[src/design/assert_macros.svh]
// Assertion macros shared by the LED pattern generator RTL.
// Depends on nothing; included by the modules that carry checks.
`ifndef ASSERT_MACROS_SVH
`define ASSERT_MACROS_SVH

// Same-cycle implication, disabled while reset is asserted.
`define LPG_ASSERT_IMP(lbl, clk_s, rst_s, ante, cons) \
    lbl: assert property (@(posedge clk_s) disable iff (!rst_s) (ante) |-> (cons)) \
        else $error("same-cycle implication check failed");

// Next-cycle implication, disabled while reset is asserted.
`define LPG_ASSERT_NXT(lbl, clk_s, rst_s, ante, cons) \
    lbl: assert property (@(posedge clk_s) disable iff (!rst_s) (ante) |=> (cons)) \
        else $error("next-cycle implication check failed");

`endif

[src/design/lpg_pkg.sv]
// Shared types, codes, constants and the PWM curve of the LED pattern generator.
// Depends on nothing; imported by every module of the block.
package lpg_pkg;

    // Mode codes.
    localparam logic [2:0] MODE_OFF     = 3'd0;
    localparam logic [2:0] MODE_ON      = 3'd1;
    localparam logic [2:0] MODE_SLOW    = 3'd2;
    localparam logic [2:0] MODE_FAST    = 3'd3;
    localparam logic [2:0] MODE_BREATHE = 3'd4;

    // Configuration register indexes.
    localparam logic [2:0] CFG_MODE      = 3'd0;
    localparam logic [2:0] CFG_SLOW_ON   = 3'd1;
    localparam logic [2:0] CFG_SLOW_OFF  = 3'd2;
    localparam logic [2:0] CFG_FAST_HALF = 3'd3;
    localparam logic [2:0] CFG_INHALE    = 3'd4;
    localparam logic [2:0] CFG_EXHALE    = 3'd5;
    localparam logic [2:0] CFG_PAUSE     = 3'd6;

    // Reset values of the timing registers.
    localparam logic [15:0] RST_SLOW_ON   = 16'd50;
    localparam logic [15:0] RST_SLOW_OFF  = 16'd2000;
    localparam logic [15:0] RST_FAST_HALF = 16'd100;
    localparam logic [15:0] RST_INHALE    = 16'd2000;
    localparam logic [15:0] RST_EXHALE    = 16'd2500;
    localparam logic [15:0] RST_PAUSE     = 16'd1200;

    // Brightness and PWM constants.
    localparam logic [6:0] PCT_FULL     = 7'd100;
    localparam logic [6:0] BREATH_FLOOR = 7'd10;
    localparam logic [9:0] PWM_TOP      = 10'd1023;

    // Ratio divider geometry: the quotient never exceeds 100.
    localparam int QUO_W = 7;
    localparam int REM_W = 24;
    localparam int DEN_W = 16;

    // Commands from the controller to the datapath.
    typedef struct packed {
        logic load;
        logic eval;
        logic finish;
    } lpg_cmd_t;

    // Status from the datapath to the controller.
    typedef struct packed {
        logic div_busy;
    } lpg_sts_t;

    // floor(2^(p/10)) - 1 for p = 0..100.
    localparam logic [9:0] PWM_CURVE [0:100] = '{
        10'd0,   10'd0,   10'd0,   10'd0,   10'd0,   10'd0,   10'd0,   10'd0,
        10'd0,   10'd0,   10'd1,   10'd1,   10'd1,   10'd1,   10'd1,   10'd1,
        10'd2,   10'd2,   10'd2,   10'd2,   10'd3,   10'd3,   10'd3,   10'd3,
        10'd4,   10'd4,   10'd5,   10'd5,   10'd5,   10'd6,   10'd7,   10'd7,
        10'd8,   10'd8,   10'd9,   10'd10,  10'd11,  10'd11,  10'd12,  10'd13,
        10'd15,  10'd16,  10'd17,  10'd18,  10'd20,  10'd21,  10'd23,  10'd24,
        10'd26,  10'd28,  10'd31,  10'd33,  10'd35,  10'd38,  10'd41,  10'd44,
        10'd47,  10'd50,  10'd54,  10'd58,  10'd63,  10'd67,  10'd72,  10'd77,
        10'd83,  10'd89,  10'd96,  10'd102, 10'd110, 10'd118, 10'd127, 10'd136,
        10'd146, 10'd156, 10'd167, 10'd180, 10'd193, 10'd206, 10'd221, 10'd237,
        10'd255, 10'd273, 10'd293, 10'd314, 10'd336, 10'd361, 10'd387, 10'd414,
        10'd444, 10'd476, 10'd511, 10'd547, 10'd587, 10'd629, 10'd674, 10'd723,
        10'd775, 10'd830, 10'd890, 10'd954, 10'd1023
    };

    // Curve lookup; percents above full scale never occur and read as zero.
    function automatic logic [9:0] pwm_curve(input logic [6:0] pct);
        logic [9:0] val;
        if (pct > PCT_FULL) begin
            val = 10'd0;
        end else begin
            val = PWM_CURVE[pct];
        end
        return val;
    endfunction

endpackage

[src/design/lpg_divider.sv]
// Restoring divider for the breathing ramp: round(100*num/den), one quotient bit a cycle.
// Depends on lpg_pkg.
module lpg_divider (
    input  logic                      clk,
    input  logic                      rst_n,
    input  logic                      start,
    input  logic [lpg_pkg::DEN_W-1:0] num,
    input  logic [lpg_pkg::DEN_W-1:0] den,
    output logic                      busy,
    output logic [lpg_pkg::QUO_W-1:0] quotient
);
    import lpg_pkg::*;

    localparam logic [2:0] LAST_STEP = 3'(QUO_W - 1);

    logic [REM_W-1:0] rem_reg;
    logic [REM_W-1:0] rem_next;
    logic [DEN_W:0]   dsor_reg;
    logic [QUO_W-1:0] quo_reg;
    logic [QUO_W-1:0] quo_next;
    logic [2:0]       step_reg;
    logic             busy_reg;
    logic [REM_W-1:0] num_ext;
    logic [REM_W-1:0] dividend;
    logic [REM_W-1:0] trial;
    logic             fits;

    // Dividend is 200*num + den, divisor is 2*den; the quotient stays below 128.
    assign num_ext  = REM_W'(num);
    assign dividend = (num_ext << 7) + (num_ext << 6) + (num_ext << 3) + REM_W'(den);

    // Compare against the divisor aligned to the current quotient bit.
    assign trial = REM_W'(dsor_reg) << step_reg;
    assign fits  = (rem_reg >= trial);

    always_comb
    begin
        rem_next = rem_reg;
        quo_next = quo_reg;
        if (fits) begin
            rem_next = rem_reg - trial;
            quo_next[step_reg] = 1'b1;
        end
    end

    // Step control.
    always_ff @(posedge clk or negedge rst_n)
    begin
        if (!rst_n) begin
            busy_reg <= 1'b0;
            step_reg <= 3'd0;
        end else if (start) begin
            busy_reg <= 1'b1;
            step_reg <= LAST_STEP;
        end else if (busy_reg) begin
            if (step_reg == 3'd0) begin
                busy_reg <= 1'b0;
            end else begin
                step_reg <= step_reg - 3'd1;
            end
        end
    end

    // Remainder and quotient.
    always_ff @(posedge clk)
    begin
        if (start) begin
            rem_reg  <= dividend;
            dsor_reg <= {den, 1'b0};
            quo_reg  <= '0;
        end else if (busy_reg) begin
            rem_reg <= rem_next;
            quo_reg <= quo_next;
        end
    end

    assign busy     = busy_reg;
    assign quotient = quo_reg;

endmodule

[src/design/lpg_datapath.sv]
// Datapath of the LED pattern generator: configuration, brightness state, pattern
// decisions, ratio divider and output payload. Depends on lpg_pkg and lpg_divider.
`include "assert_macros.svh"
module lpg_datapath (
    input  logic              clk,
    input  logic              rst_n,
    input  logic              cfg_we,
    input  logic [2:0]        cfg_index,
    input  logic [15:0]       cfg_data,
    input  logic [31:0]       now_ms,
    input  lpg_pkg::lpg_cmd_t cmd,
    output lpg_pkg::lpg_sts_t sts,
    output logic [9:0]        pwm_level,
    output logic [6:0]        brightness_pct
);
    import lpg_pkg::*;

    // Configuration registers.
    logic [2:0]  mode_reg;
    logic [15:0] slow_on_reg;
    logic [15:0] slow_off_reg;
    logic [15:0] fast_half_reg;
    logic [15:0] inhale_reg;
    logic [15:0] exhale_reg;
    logic [15:0] pause_reg;

    // Pattern state.
    logic [6:0]  brightness_reg;
    logic [31:0] last_change_reg;

    // Per-transaction working registers.
    logic [31:0] now_reg;
    logic [31:0] elapsed_reg;
    logic [16:0] ramp_sum_reg;
    logic [17:0] cycle_reg;
    logic [6:0]  br_pend_reg;
    logic        div_used_reg;
    logic [9:0]  pwm_reg;
    logic [6:0]  pct_reg;

    // Evaluation results.
    logic [6:0]  br_eval;
    logic        touch;
    logic        do_div;
    logic [15:0] div_num;
    logic [15:0] div_den;
    logic        restart;
    logic [31:0] breath_e;
    logic        below_inhale;
    logic        below_ramps;
    logic [16:0] exhale_left;

    // Finish results.
    logic [6:0]  br_pre;
    logic [6:0]  br_floor;
    logic [6:0]  br_fin;

    logic        div_busy;
    logic [6:0]  div_quo;

    // Configuration writes; bits above a register's width are dropped.
    always_ff @(posedge clk or negedge rst_n)
    begin
        if (!rst_n) begin
            mode_reg      <= MODE_OFF;
            slow_on_reg   <= RST_SLOW_ON;
            slow_off_reg  <= RST_SLOW_OFF;
            fast_half_reg <= RST_FAST_HALF;
            inhale_reg    <= RST_INHALE;
            exhale_reg    <= RST_EXHALE;
            pause_reg     <= RST_PAUSE;
        end else if (cfg_we) begin
            unique case (cfg_index)
                CFG_MODE:      mode_reg      <= cfg_data[2:0];
                CFG_SLOW_ON:   slow_on_reg   <= cfg_data;
                CFG_SLOW_OFF:  slow_off_reg  <= cfg_data;
                CFG_FAST_HALF: fast_half_reg <= cfg_data;
                CFG_INHALE:    inhale_reg    <= cfg_data;
                CFG_EXHALE:    exhale_reg    <= cfg_data;
                CFG_PAUSE:     pause_reg     <= cfg_data;
                default:       ;
            endcase
        end
    end

    // Breathing window sums, refreshed every cycle from the timing registers.
    always_ff @(posedge clk)
    begin
        ramp_sum_reg <= 17'(inhale_reg) + 17'(exhale_reg);
        cycle_reg    <= 18'(inhale_reg) + 18'(exhale_reg) + 18'(pause_reg);
    end

    // Capture the time stamp and the elapsed time when a transaction is accepted.
    always_ff @(posedge clk)
    begin
        if (cmd.load) begin
            now_reg     <= now_ms;
            elapsed_reg <= now_ms - last_change_reg;
        end
    end

    // Breathing phase: restart past the full cycle, then rising ramp, falling ramp or pause.
    assign restart      = (elapsed_reg > 32'(cycle_reg));
    assign breath_e     = restart ? 32'd0 : elapsed_reg;
    assign below_inhale = (breath_e < 32'(inhale_reg));
    assign below_ramps  = (breath_e < 32'(ramp_sum_reg));
    assign exhale_left  = ramp_sum_reg - breath_e[16:0];

    // Pattern decision for the current mode.
    always_comb
    begin
        br_eval = brightness_reg;
        touch   = 1'b0;
        do_div  = 1'b0;
        div_num = '0;
        div_den = inhale_reg;
        unique case (mode_reg)
            MODE_OFF: begin
                br_eval = '0;
            end
            MODE_ON: begin
                br_eval = PCT_FULL;
            end
            MODE_SLOW: begin
                if (brightness_reg == PCT_FULL) begin
                    if (elapsed_reg > 32'(slow_on_reg)) begin
                        br_eval = '0;
                        touch   = 1'b1;
                    end
                end else if (elapsed_reg > 32'(slow_off_reg)) begin
                    br_eval = PCT_FULL;
                    touch   = 1'b1;
                end
            end
            MODE_FAST: begin
                if (elapsed_reg >= 32'(fast_half_reg)) begin
                    br_eval = (brightness_reg == '0) ? PCT_FULL : 7'd0;
                    touch   = 1'b1;
                end
            end
            MODE_BREATHE: begin
                touch  = restart;
                do_div = below_ramps;
                if (below_inhale) begin
                    div_num = breath_e[15:0];
                    div_den = inhale_reg;
                end else begin
                    div_num = exhale_left[15:0];
                    div_den = exhale_reg;
                end
            end
            default: ;
        endcase
    end

    // Evaluation results held for the finish step.
    always_ff @(posedge clk)
    begin
        if (cmd.eval) begin
            br_pend_reg  <= br_eval;
            div_used_reg <= do_div;
        end
    end

    lpg_divider u_divider (
        .clk      (clk),
        .rst_n    (rst_n),
        .start    (cmd.eval & do_div),
        .num      (div_num),
        .den      (div_den),
        .busy     (div_busy),
        .quotient (div_quo)
    );

    // Final brightness: ramp quotient, breathing floor, full-scale clamp.
    assign br_pre   = div_used_reg ? div_quo : br_pend_reg;
    assign br_floor = ((mode_reg == MODE_BREATHE) && (br_pre < BREATH_FLOOR)) ?
                      BREATH_FLOOR : br_pre;
    assign br_fin   = (br_floor > PCT_FULL) ? PCT_FULL : br_floor;

    // Brightness state; a mode change clears it.
    always_ff @(posedge clk or negedge rst_n)
    begin
        if (!rst_n) begin
            brightness_reg <= '0;
        end else if (cfg_we && (cfg_index == CFG_MODE) && (cfg_data[2:0] != mode_reg)) begin
            brightness_reg <= '0;
        end else if (cmd.finish) begin
            brightness_reg <= br_fin;
        end
    end

    // Time of the last pattern change.
    always_ff @(posedge clk or negedge rst_n)
    begin
        if (!rst_n) begin
            last_change_reg <= '0;
        end else if (cmd.eval && touch) begin
            last_change_reg <= now_reg;
        end
    end

    // Output payload.
    always_ff @(posedge clk)
    begin
        if (cmd.finish) begin
            pwm_reg <= PWM_TOP - pwm_curve(br_fin);
            pct_reg <= br_fin;
        end
    end

    assign sts.div_busy   = div_busy;
    assign pwm_level      = pwm_reg;
    assign brightness_pct = pct_reg;

    // Checks.
    `LPG_ASSERT_IMP(a_br_range, clk, rst_n, 1'b1, brightness_reg <= PCT_FULL)
    `LPG_ASSERT_NXT(a_div_starts, clk, rst_n, cmd.eval && do_div, div_busy)
    `LPG_ASSERT_NXT(a_breath_floor, clk, rst_n,
        cmd.finish && (mode_reg == MODE_BREATHE) && !cfg_we,
        brightness_reg >= BREATH_FLOOR)

endmodule

[src/design/lpg_ctrl.sv]
// Controller of the LED pattern generator: sequences load, evaluate, divide and
// finish, and owns the output valid flag. Depends on lpg_pkg.
`include "assert_macros.svh"
module lpg_ctrl (
    input  logic              clk,
    input  logic              rst_n,
    input  logic              in_valid,
    output logic              in_ready,
    output logic              out_valid,
    input  logic              out_ready,
    input  lpg_pkg::lpg_sts_t sts,
    output lpg_pkg::lpg_cmd_t cmd
);
    import lpg_pkg::*;

    typedef enum logic [1:0] {
        S_IDLE,
        S_EVAL,
        S_WAIT,
        S_FINISH
    } state_t;

    state_t state_reg;
    state_t state_next;
    logic   out_valid_reg;
    logic   out_valid_next;
    logic   out_free;

    // The output register can take a new result when empty or being drained.
    assign out_free = !out_valid_reg || out_ready;

    // Commands to the datapath.
    assign cmd.load   = (state_reg == S_IDLE) && in_valid;
    assign cmd.eval   = (state_reg == S_EVAL);
    assign cmd.finish = (state_reg == S_FINISH) && out_free;

    // Next state and output flag.
    always_comb
    begin
        state_next     = state_reg;
        out_valid_next = out_valid_reg && !out_ready;
        unique case (state_reg)
            S_IDLE: begin
                if (in_valid) begin
                    state_next = S_EVAL;
                end
            end
            S_EVAL: begin
                state_next = S_WAIT;
            end
            S_WAIT: begin
                if (!sts.div_busy) begin
                    state_next = S_FINISH;
                end
            end
            S_FINISH: begin
                if (out_free) begin
                    state_next     = S_IDLE;
                    out_valid_next = 1'b1;
                end
            end
            default: state_next = S_IDLE;
        endcase
    end

    // State and registered outputs.
    always_ff @(posedge clk or negedge rst_n)
    begin
        if (!rst_n) begin
            state_reg     <= S_IDLE;
            out_valid_reg <= 1'b0;
        end else begin
            state_reg     <= state_next;
            out_valid_reg <= out_valid_next;
        end
    end

    assign in_ready  = (state_reg == S_IDLE);
    assign out_valid = out_valid_reg;

    // Checks.
    `LPG_ASSERT_NXT(a_accept_evals, clk, rst_n, in_valid && in_ready, state_reg == S_EVAL)
    `LPG_ASSERT_NXT(a_wait_done, clk, rst_n,
        (state_reg == S_WAIT) && !sts.div_busy, state_reg == S_FINISH)
    `LPG_ASSERT_NXT(a_finish_valid, clk, rst_n, cmd.finish, out_valid_reg && in_ready)

endmodule

[src/design/led_pattern_generator_unit.sv]
// LED pattern generator: an accepted input transaction passes the evaluate, wait and
// finish states before its result is valid; when a breathing ramp needs its percentage,
// the wait state holds for the 7-step restoring divider, one quotient bit a cycle. A new
// input is taken only after the last has finished, and finish waits for a free output.
// A finished result waits in the output register while the next transaction is accepted.
// Reset (rst_n, asynchronous, active low) restores register defaults, clears brightness.
module led_pattern_generator_unit (
    input  logic        clk,
    input  logic        rst_n,
    input  logic        cfg_we,
    input  logic [2:0]  cfg_index,
    input  logic [15:0] cfg_data,
    input  logic        in_valid,
    output logic        in_ready,
    input  logic [31:0] now_ms,
    output logic        out_valid,
    input  logic        out_ready,
    output logic [9:0]  pwm_level,
    output logic [6:0]  brightness_pct
);
    import lpg_pkg::*;

    lpg_cmd_t cmd;
    lpg_sts_t sts;

    // Sequencing.
    lpg_ctrl u_ctrl (
        .clk       (clk),
        .rst_n     (rst_n),
        .in_valid  (in_valid),
        .in_ready  (in_ready),
        .out_valid (out_valid),
        .out_ready (out_ready),
        .sts       (sts),
        .cmd       (cmd)
    );

    // Pattern state and arithmetic.
    lpg_datapath u_datapath (
        .clk            (clk),
        .rst_n          (rst_n),
        .cfg_we         (cfg_we),
        .cfg_index      (cfg_index),
        .cfg_data       (cfg_data),
        .now_ms         (now_ms),
        .cmd            (cmd),
        .sts            (sts),
        .pwm_level      (pwm_level),
        .brightness_pct (brightness_pct)
    );

endmodule

[config.mk]
export PLATFORM = sky130hd
export DESIGN_NAME = led_pattern_generator_unit
export DESIGN_NICKNAME = d
export VERILOG_FILES = /design/src/design/lpg_pkg.sv /design/src/design/lpg_divider.sv /design/src/design/lpg_datapath.sv /design/src/design/lpg_ctrl.sv /design/src/design/led_pattern_generator_unit.sv
export VERILOG_INCLUDE_DIRS = /design/src /design/src/design
export SDC_FILE = /design/constraint.sdc
export NUM_CORES = 1
export LEC_CHECK = 0
export BUFFER_PORTS_ARGS = -buffer_cell sky130_fd_sc_hd__buf_2
export CAP_MARGIN = 5
export CELL_PAD_IN_SITES_DETAIL_PLACEMENT = 1
export CELL_PAD_IN_SITES_GLOBAL_PLACEMENT = 1
export CORE_MARGIN = 4
export CORE_UTILIZATION = 54
export CTS_CLUSTER_DIAMETER = 60
export DETAILED_ROUTE_END_ITERATION = 12
export PLACE_DENSITY = 0.84
export SLEW_MARGIN = 40
export SYNTH_ARGS = -nofsm -noshare
export SYNTH_HDL_FRONTEND = slang
export SYNTH_SLANG_ARGS = --single-unit
[constraint.sdc]
create_clock -name clk -period 15.37 [get_ports clk]
set_input_delay 3.074 -clock clk [delete_from_list [all_inputs] [get_ports clk]]
set_output_delay 3.074 -clock clk [all_outputs]
set_load 0.01 [all_outputs]
[Word level (Yosys, flattened, before mapping)]
Memories as Yosys holds them, arrays and structs flattened.
Cells that the tools add are included.
Word-level totals
  flip-flop bits (word level): 316
  memory bits (read-only): 1280
  bits of input ports: 56
  output and inout port bits: 19
  word-level logic and storage cells: 145
  memories kept: 1
Cells by class
  add/subtract/negate cells: 11
  magnitude comparators: 13
  equal/unequal tests: 19
  shift-type cells: 1
  mux-type cells: 43
  bitwise logic cells: 3
  reductions and logical operators: 30
Memory list
  (no name shown): depth 128, bits a word 10, rd ports 1, clocked after Yosys merged registers in 0, wr ports 0, line lpg_pkg.sv:74  | val = PWM_CURVE[pct];
Operators with widths (number)
  2-to-1 mux 24 bit: 3
  2-to-1 mux 7 bit: 10
  greater-than comparator 32 x 16 -> 1 bit: 2
  2-to-1 mux 16 bit: 4
  2-to-1 mux 10 bit: 4
  adder 16 x 16 -> 17 bit: 2
  >= comparator 32 x 16 -> 1 bit: 1
  greater-than comparator 32 x 18 -> 1 bit: 1
  less-than comparator 32 x 16 -> 1 bit: 1
  less-than comparator 32 x 17 -> 1 bit: 1
  2-to-1 mux 32 bit: 1
  subtractor 32 bit: 1
  one-hot mux 7 bit (4 select lines): 1
  adder 23 x 22 -> 24 bit: 1
  adder 24 x 16 -> 24 bit: 1
  adder 24 x 19 -> 24 bit: 1
  >= comparator 24 bit: 1
  left shift 17 x 3 -> 24 bit: 1
  subtractor 24 bit: 1
  AND reduction 2 bit: 10
  adder 18 x 16 -> 18 bit: 1
  subtractor 16 bit: 1
  greater-than comparator 7 bit, second input constant: 2
  == test 3 x 2 -> 1 bit, second input constant: 4
  31 further kinds: 64

[Logic depth before layout (Yosys ltp)]
  word-level depth: 13
  depth in mapped cells: 37
  mapped depth without buffers: 34

[By module]
Synthesis repeated with hierarchy kept, for this count alone.
Second synthesis, totals
  cell total of the unflattened synthesis: 2306
  area total of the unflattened synthesis: 22530.4 sq um
Modules (own cells, without submodules)
  lpg_datapath: instances 1, cells an instance 1712, area an instance 16906.2 sq um
  lpg_divider: instances 1, cells an instance 573, area an instance 5381.4 sq um
  lpg_ctrl: instances 1, cells an instance 21, area an instance 242.7 sq um

[Worst setup path after synthesis]
OpenSTA, ideal clock, no wires.
  kind: flip-flop to flip-flop
  start: register u_datapath.elapsed_reg[17]
  end: register u_datapath.u_divider.rem_reg[22] (data pin)
  arrival: 6.890 ns
  required time: 15.109 ns
  slack: 8.219 ns
  cell stages (with the launch flop): 36
  path through: edfxtp_1 > ha_1 > a211oi_1 > o21ai_1 > a21oi_1 > o2111ai_1 > a31oi_1 > buf_2 > clkbuf_1 > nand2_1 > inv_1 > ha_1 > a21o_1 > a21oi_1 > o221ai_1 > a21oi_1 > o21ai_0 > a21oi_1 > clkbuf_1 > clkbuf_1 > a21oi_1 > nor2_1 > fa_1 > inv_1 > fa_1 > inv_1 > ha_1 > o21a_1 > o22ai_1 > nand2b_1 > o211ai_1 > a2111oi_0 > or3_1 > o21ai_0 > xnor2_1 > mux2i_1
Between the ends
  word-level cells in the longest chain between the ends: 9
  elaborated cells between the ends (all ways): 15
Ends and longest elaborated chain
  start, declared: line lpg_datapath.sv:33  | logic [31:0] elapsed_reg;
  start signal, assigned: line lpg_datapath.sv:98  | elapsed_reg <= now_ms - last_change_reg;
  greater-than comparator 32 x 18 -> 1 bit: line lpg_datapath.sv:103  | assign restart = (elapsed_reg > 32'(cycle_reg));
  2-to-1 mux 32 bit *: line lpg_datapath.sv:104  | assign breath_e = restart ? 32'd0 : elapsed_reg;
  less-than comparator 32 x 16 -> 1 bit or subtractor 16 bit (tied branches): line lpg_datapath.sv:105, lpg_datapath.sv:107
  2-to-1 mux 16 bit: line lpg_datapath.sv:144  | if (below_inhale) begin
  2-to-1 mux 16 bit: line lpg_datapath.sv:117  | unique case (mode_reg)
  adder 23 x 22 -> 24 bit: line lpg_divider.sv:30  | assign dividend = (num_ext << 7) + (num_ext << 6) + (num_ext << 3) + REM_W'(den);
  adder 24 x 19 -> 24 bit: line lpg_divider.sv:30
  adder 24 x 16 -> 24 bit: line lpg_divider.sv:30
  2-to-1 mux 24 bit *: line lpg_divider.sv:67  | if (start) begin
  end signal, assigned: line lpg_divider.sv:68  | rem_reg <= dividend;
  end signal, assigned: line lpg_divider.sv:72  | rem_reg <= rem_next;
  end, declared: line lpg_divider.sv:16  | logic [REM_W-1:0] rem_reg;
Mark *: on every way between the ends. The rest lies on a longest branch, timed or not.
A chain may end at the register's enable or synchronous reset.

[Final worst setup path]
Same ends and word-level chain as after synthesis.

==> results by group <==
Setup path
  – Slowest CP cell: a31oi_2
  – WS Path Type: reg2reg
  – Crit start category: register
  – RR Startpoint: u_datapath.elapsed_reg[17]
  – R2R Setup Slk: around 7 ns
  – Worst reg-to-reg path cell count: 33
  – Max incr delay on CP: around 0.76 ns
  – Crit path max fanout: 30
  – Reg2reg end: u_datapath.u_divider.rem_reg[22]
  – Most frequent CP cell: a21oi_1
  – Crit path capture type: register
  – Setup crit start: u_datapath.elapsed_reg[17]
  – CP Data Required Time: ~16 ns
  – Arrival @ worst endpoint: roughly 8.6 ns

STA
  – TNS Setup: 0 ns
  – Worst Max-Slew Pin Slew: between 0.8 and 0.9 ns
  – RSZ-0062 raised after global routing: false
  – Crit path time final: 8.307 ns
  – Max Freq: ~120 MHz
  – Tcrit/Tclk final: a little over half
  – Max-slew violations: 0
  – Hold Fails Final Rpt: 0
  – Rel. slew slack: 40.74%
  – Fin Clk Skew: 0.02228 ns
  – Final Setup Violations: 0

Synthesis
  – Synth Register Bits: roughly 320
  – Post-Syn Area per Cell: 9.805 µm²
  – Warnings from Yosys: 0
  – Yosys cell types: 95
  – Syn Nets: about 2500
  – Netlist Area Pre-Place: 0.02168 mm²
  – Dominant synthesized flop cell: edfxtp_1
  – Mapped Cells: around 2200
  – Asr flop ratio synth: a little under half
  – Sequential fraction of the synthesis area: about two fifths
  – EDFF count, synth: ~130

Detailed routing
  – Total wire length: between 60000 and 70000 µm
  – Vias per cell: slightly above 6
  – Routed WL per cell: about 23 µm
  – Wire length on met1: 27600 µm
  – Routed via count: between 15000 and 20000
  – Met2 wire length: roughly 33000 µm
  – Final ANT Viol Nets: 0
  – Remaining DRCs: 0
  – Detailed Route Iter0 Violations: 1150
  – First-pass DRT Iterations: 5
  – Met3 wire len: around 3400 µm
  – Uppermost layer routed: met5

Flow run
  – Max_cap viols: 0

Clock network
  – CTS Buffer Depth: 3
  – H-tree depth: 2
  – CTS Sinks: approximately 320
  – CTS tree: built
  – Cell at the root of the clock tree: clkbuf_16
  – Inserted Clock Buffers: 42
  – Reg clk slew, reported paths: 0.06 ns
  – Clk_lat worst skew: just under 0.6 ns
  – Setup repair bufs after CTS: 0
  – # hold bufs at CTS: 0
  – Post-CTS resize count: 0

Global route
  – Initial antenna violation count: 5
  – Vias in the first global route: slightly below 20000
  – GRT Overall Usage: a little under a third
  – Largest net degree at the start of global routing: between 80 and 90
  – Global-route wire length before repair: 105700 µm
  – Gr ovfl total: 0

Placed design
  – DP HPWL: 48910 µm
  – Placed instance count: 2761
  – DP Area: ~0.023 mm²
  – Count of port buffers added during placement: 74
  – GP Congestion: ~0.94

Cells and area
  – Fillers: 4432
  – Area growth from synthesis to layout: 10.76%
  – Final Non-Filler Cells: ~2800
  – Final #Nets: approximately 2600
  – Fin area: around 0.024 mm²
  – Layout cells sized above 1: 13.71%

Die
  – Die width: approximately 210 µm
  – Rows: 73
  – Initial core utilization: approximately 55%
  – Die area: about 0.043 mm²
  – I/O pins: 75
  – Die Y: 208.4 µm
  – Core ar.: 0.03973 mm²

Power
  – Maximum vdd ir drop: 0.0001341 V
  – Leak: approximately 11 nW
  – Power Dens Cells: 228.7 mW/mm²

Hold path
  – Hold Crit Endpoint: u_datapath.last_change_reg[12]
  – Hold depth: 1
  – Hold Crit Class: reg2reg
  – Min-Delay Startpoint: u_datapath.now_reg[12]

Outcome
  – Status: finished clean
==> kinds of logic (layout without fill, tap and decap cells) <==
group                      Yosys count  count (layout)  synth area share (%)
AOI/OAI and AO/OA                  565             565                 16.67
DFF                                316             316                 38.64
and+or+nand+nor                    535             535                 11.59
adders and majority gates          274             274                 16.68
muxes                              129             129                 6.897
buffers and inverters              285             387                 5.206
other                                0               4                     0
xor gates and xnor gates           107             107                 4.323
==> cells in the mapped netlist (all sizes together) (33+ instances only) <==
cell    instances  area, µm²
o21a           36      270.3
nand2         186      700.7
nor2          141      531.8
xnor2          64      560.5
nand3          33      165.2
xor2           43      376.6
dfrtp         118       2953
dfxtp          42      840.8
ha            249       3115
mux2           97       1096
a211oi         34      255.2
a21o           48      360.4
inv           220      825.8
edfxtp        129       3874
clkbuf         43      163.9
nor3           35      191.4
a21oi         140      704.4
o21ai         161      805.8
==> cells in the final DEF, fill, tap and decap left out, types with 32 or more instances in the layout <==
master	synthesis	final
buf_2	14	73
inv_1	215	214
a211oi_1	34	34
nand2_1	185	184
edfxtp_1	129	129
a21oi_1	139	138
nor2_1	140	138
o21a_1	36	36
dfrtp_1	118	117
o21ai_0	152	152
nand3_1	33	33
a21o_1	48	48
xor2_1	43	43
xnor2_1	64	64
clkbuf_16	0	44
mux2_2	84	84
nor3_1	33	32
dfxtp_1	42	42
ha_1	249	249
==> final cells by class <==
cell class | count | area (µm²) | area share [%]
repair buffers | 88 | 511.7 | 2.131
multi-input cells | 1610 | 12220 | 50.91
diodes | 4 | 10.01 | 0.04168
flip-flops and latches | 316 | 8378 | 34.89
inverters | 222 | 834.6 | 3.475
clock inverters | 23 | 209.0 | 0.8702
clock buffers | 54 | 1189 | 4.950
well taps | 525 | 656.9 | 2.736
==> critical path: cells and delay by family, from the launching register on <==
family	cells	cell delay (ns)
AOI/OAI and AO/OA	16	3.54
adders and majority gates	5	1.93
and+or+nand+nor	6	1.19
buffers and inverters	4	0.65
DFF	1	0.46
xor gates and xnor gates	1	0.16
muxes	1	0.08
==> through the flow <==
stage          hold slack, ns  power [mW]  utilization, %  worst slack, ns
6_report               0.4689       5.491           60.44            7.063
3_3_place_gp           0.4443       4.219           56.71            7.276
5_1_grt                0.4805       5.862           60.44            6.560
3_5_place_dp           0.4576       4.401           56.87            7.189
2_1_floorplan          0.4194       3.603               -            8.219
4_1_cts                0.4740       5.464           60.39            7.115
==> worst max path at each step <==
| stage | endpoint | cells past startpoint |
|---|---|---|
| 6_report | u_datapath.u_divider.rem_reg[22] | 33 |
| 5_1_grt | u_datapath.u_divider.rem_reg[23] | 30 |
| 4_1_cts | u_datapath.u_divider.rem_reg[22] | 33 |
| 3_5_place_dp | u_datapath.u_divider.rem_reg[22] | 33 |
| 3_3_place_gp | u_datapath.u_divider.rem_reg[22] | 31 |
| 2_1_floorplan | u_datapath.u_divider.rem_reg[22] | 35 |
==> power by group <==
| group | internal, mW | total (mW) | switching (mW) | leakage, nW |
|---|---|---|---|---|
| Clock | 0.588 | 0.992 | 0.405 | 0.698 |
| Sequential | 1.30 | 1.51 | 0.217 | 3.25 |
| Combinational | 1.18 | 2.99 | 1.81 | 6.82 |
==> metal layers <==
metal	track usage, %	vias to the layer above
met1	38.48	8920
met2	52.37	558
met3	3.860	172
li1	-	8075
met4	11.21	2
met5	0	-
Note: power is estimated with default switching activity, not from simulation.
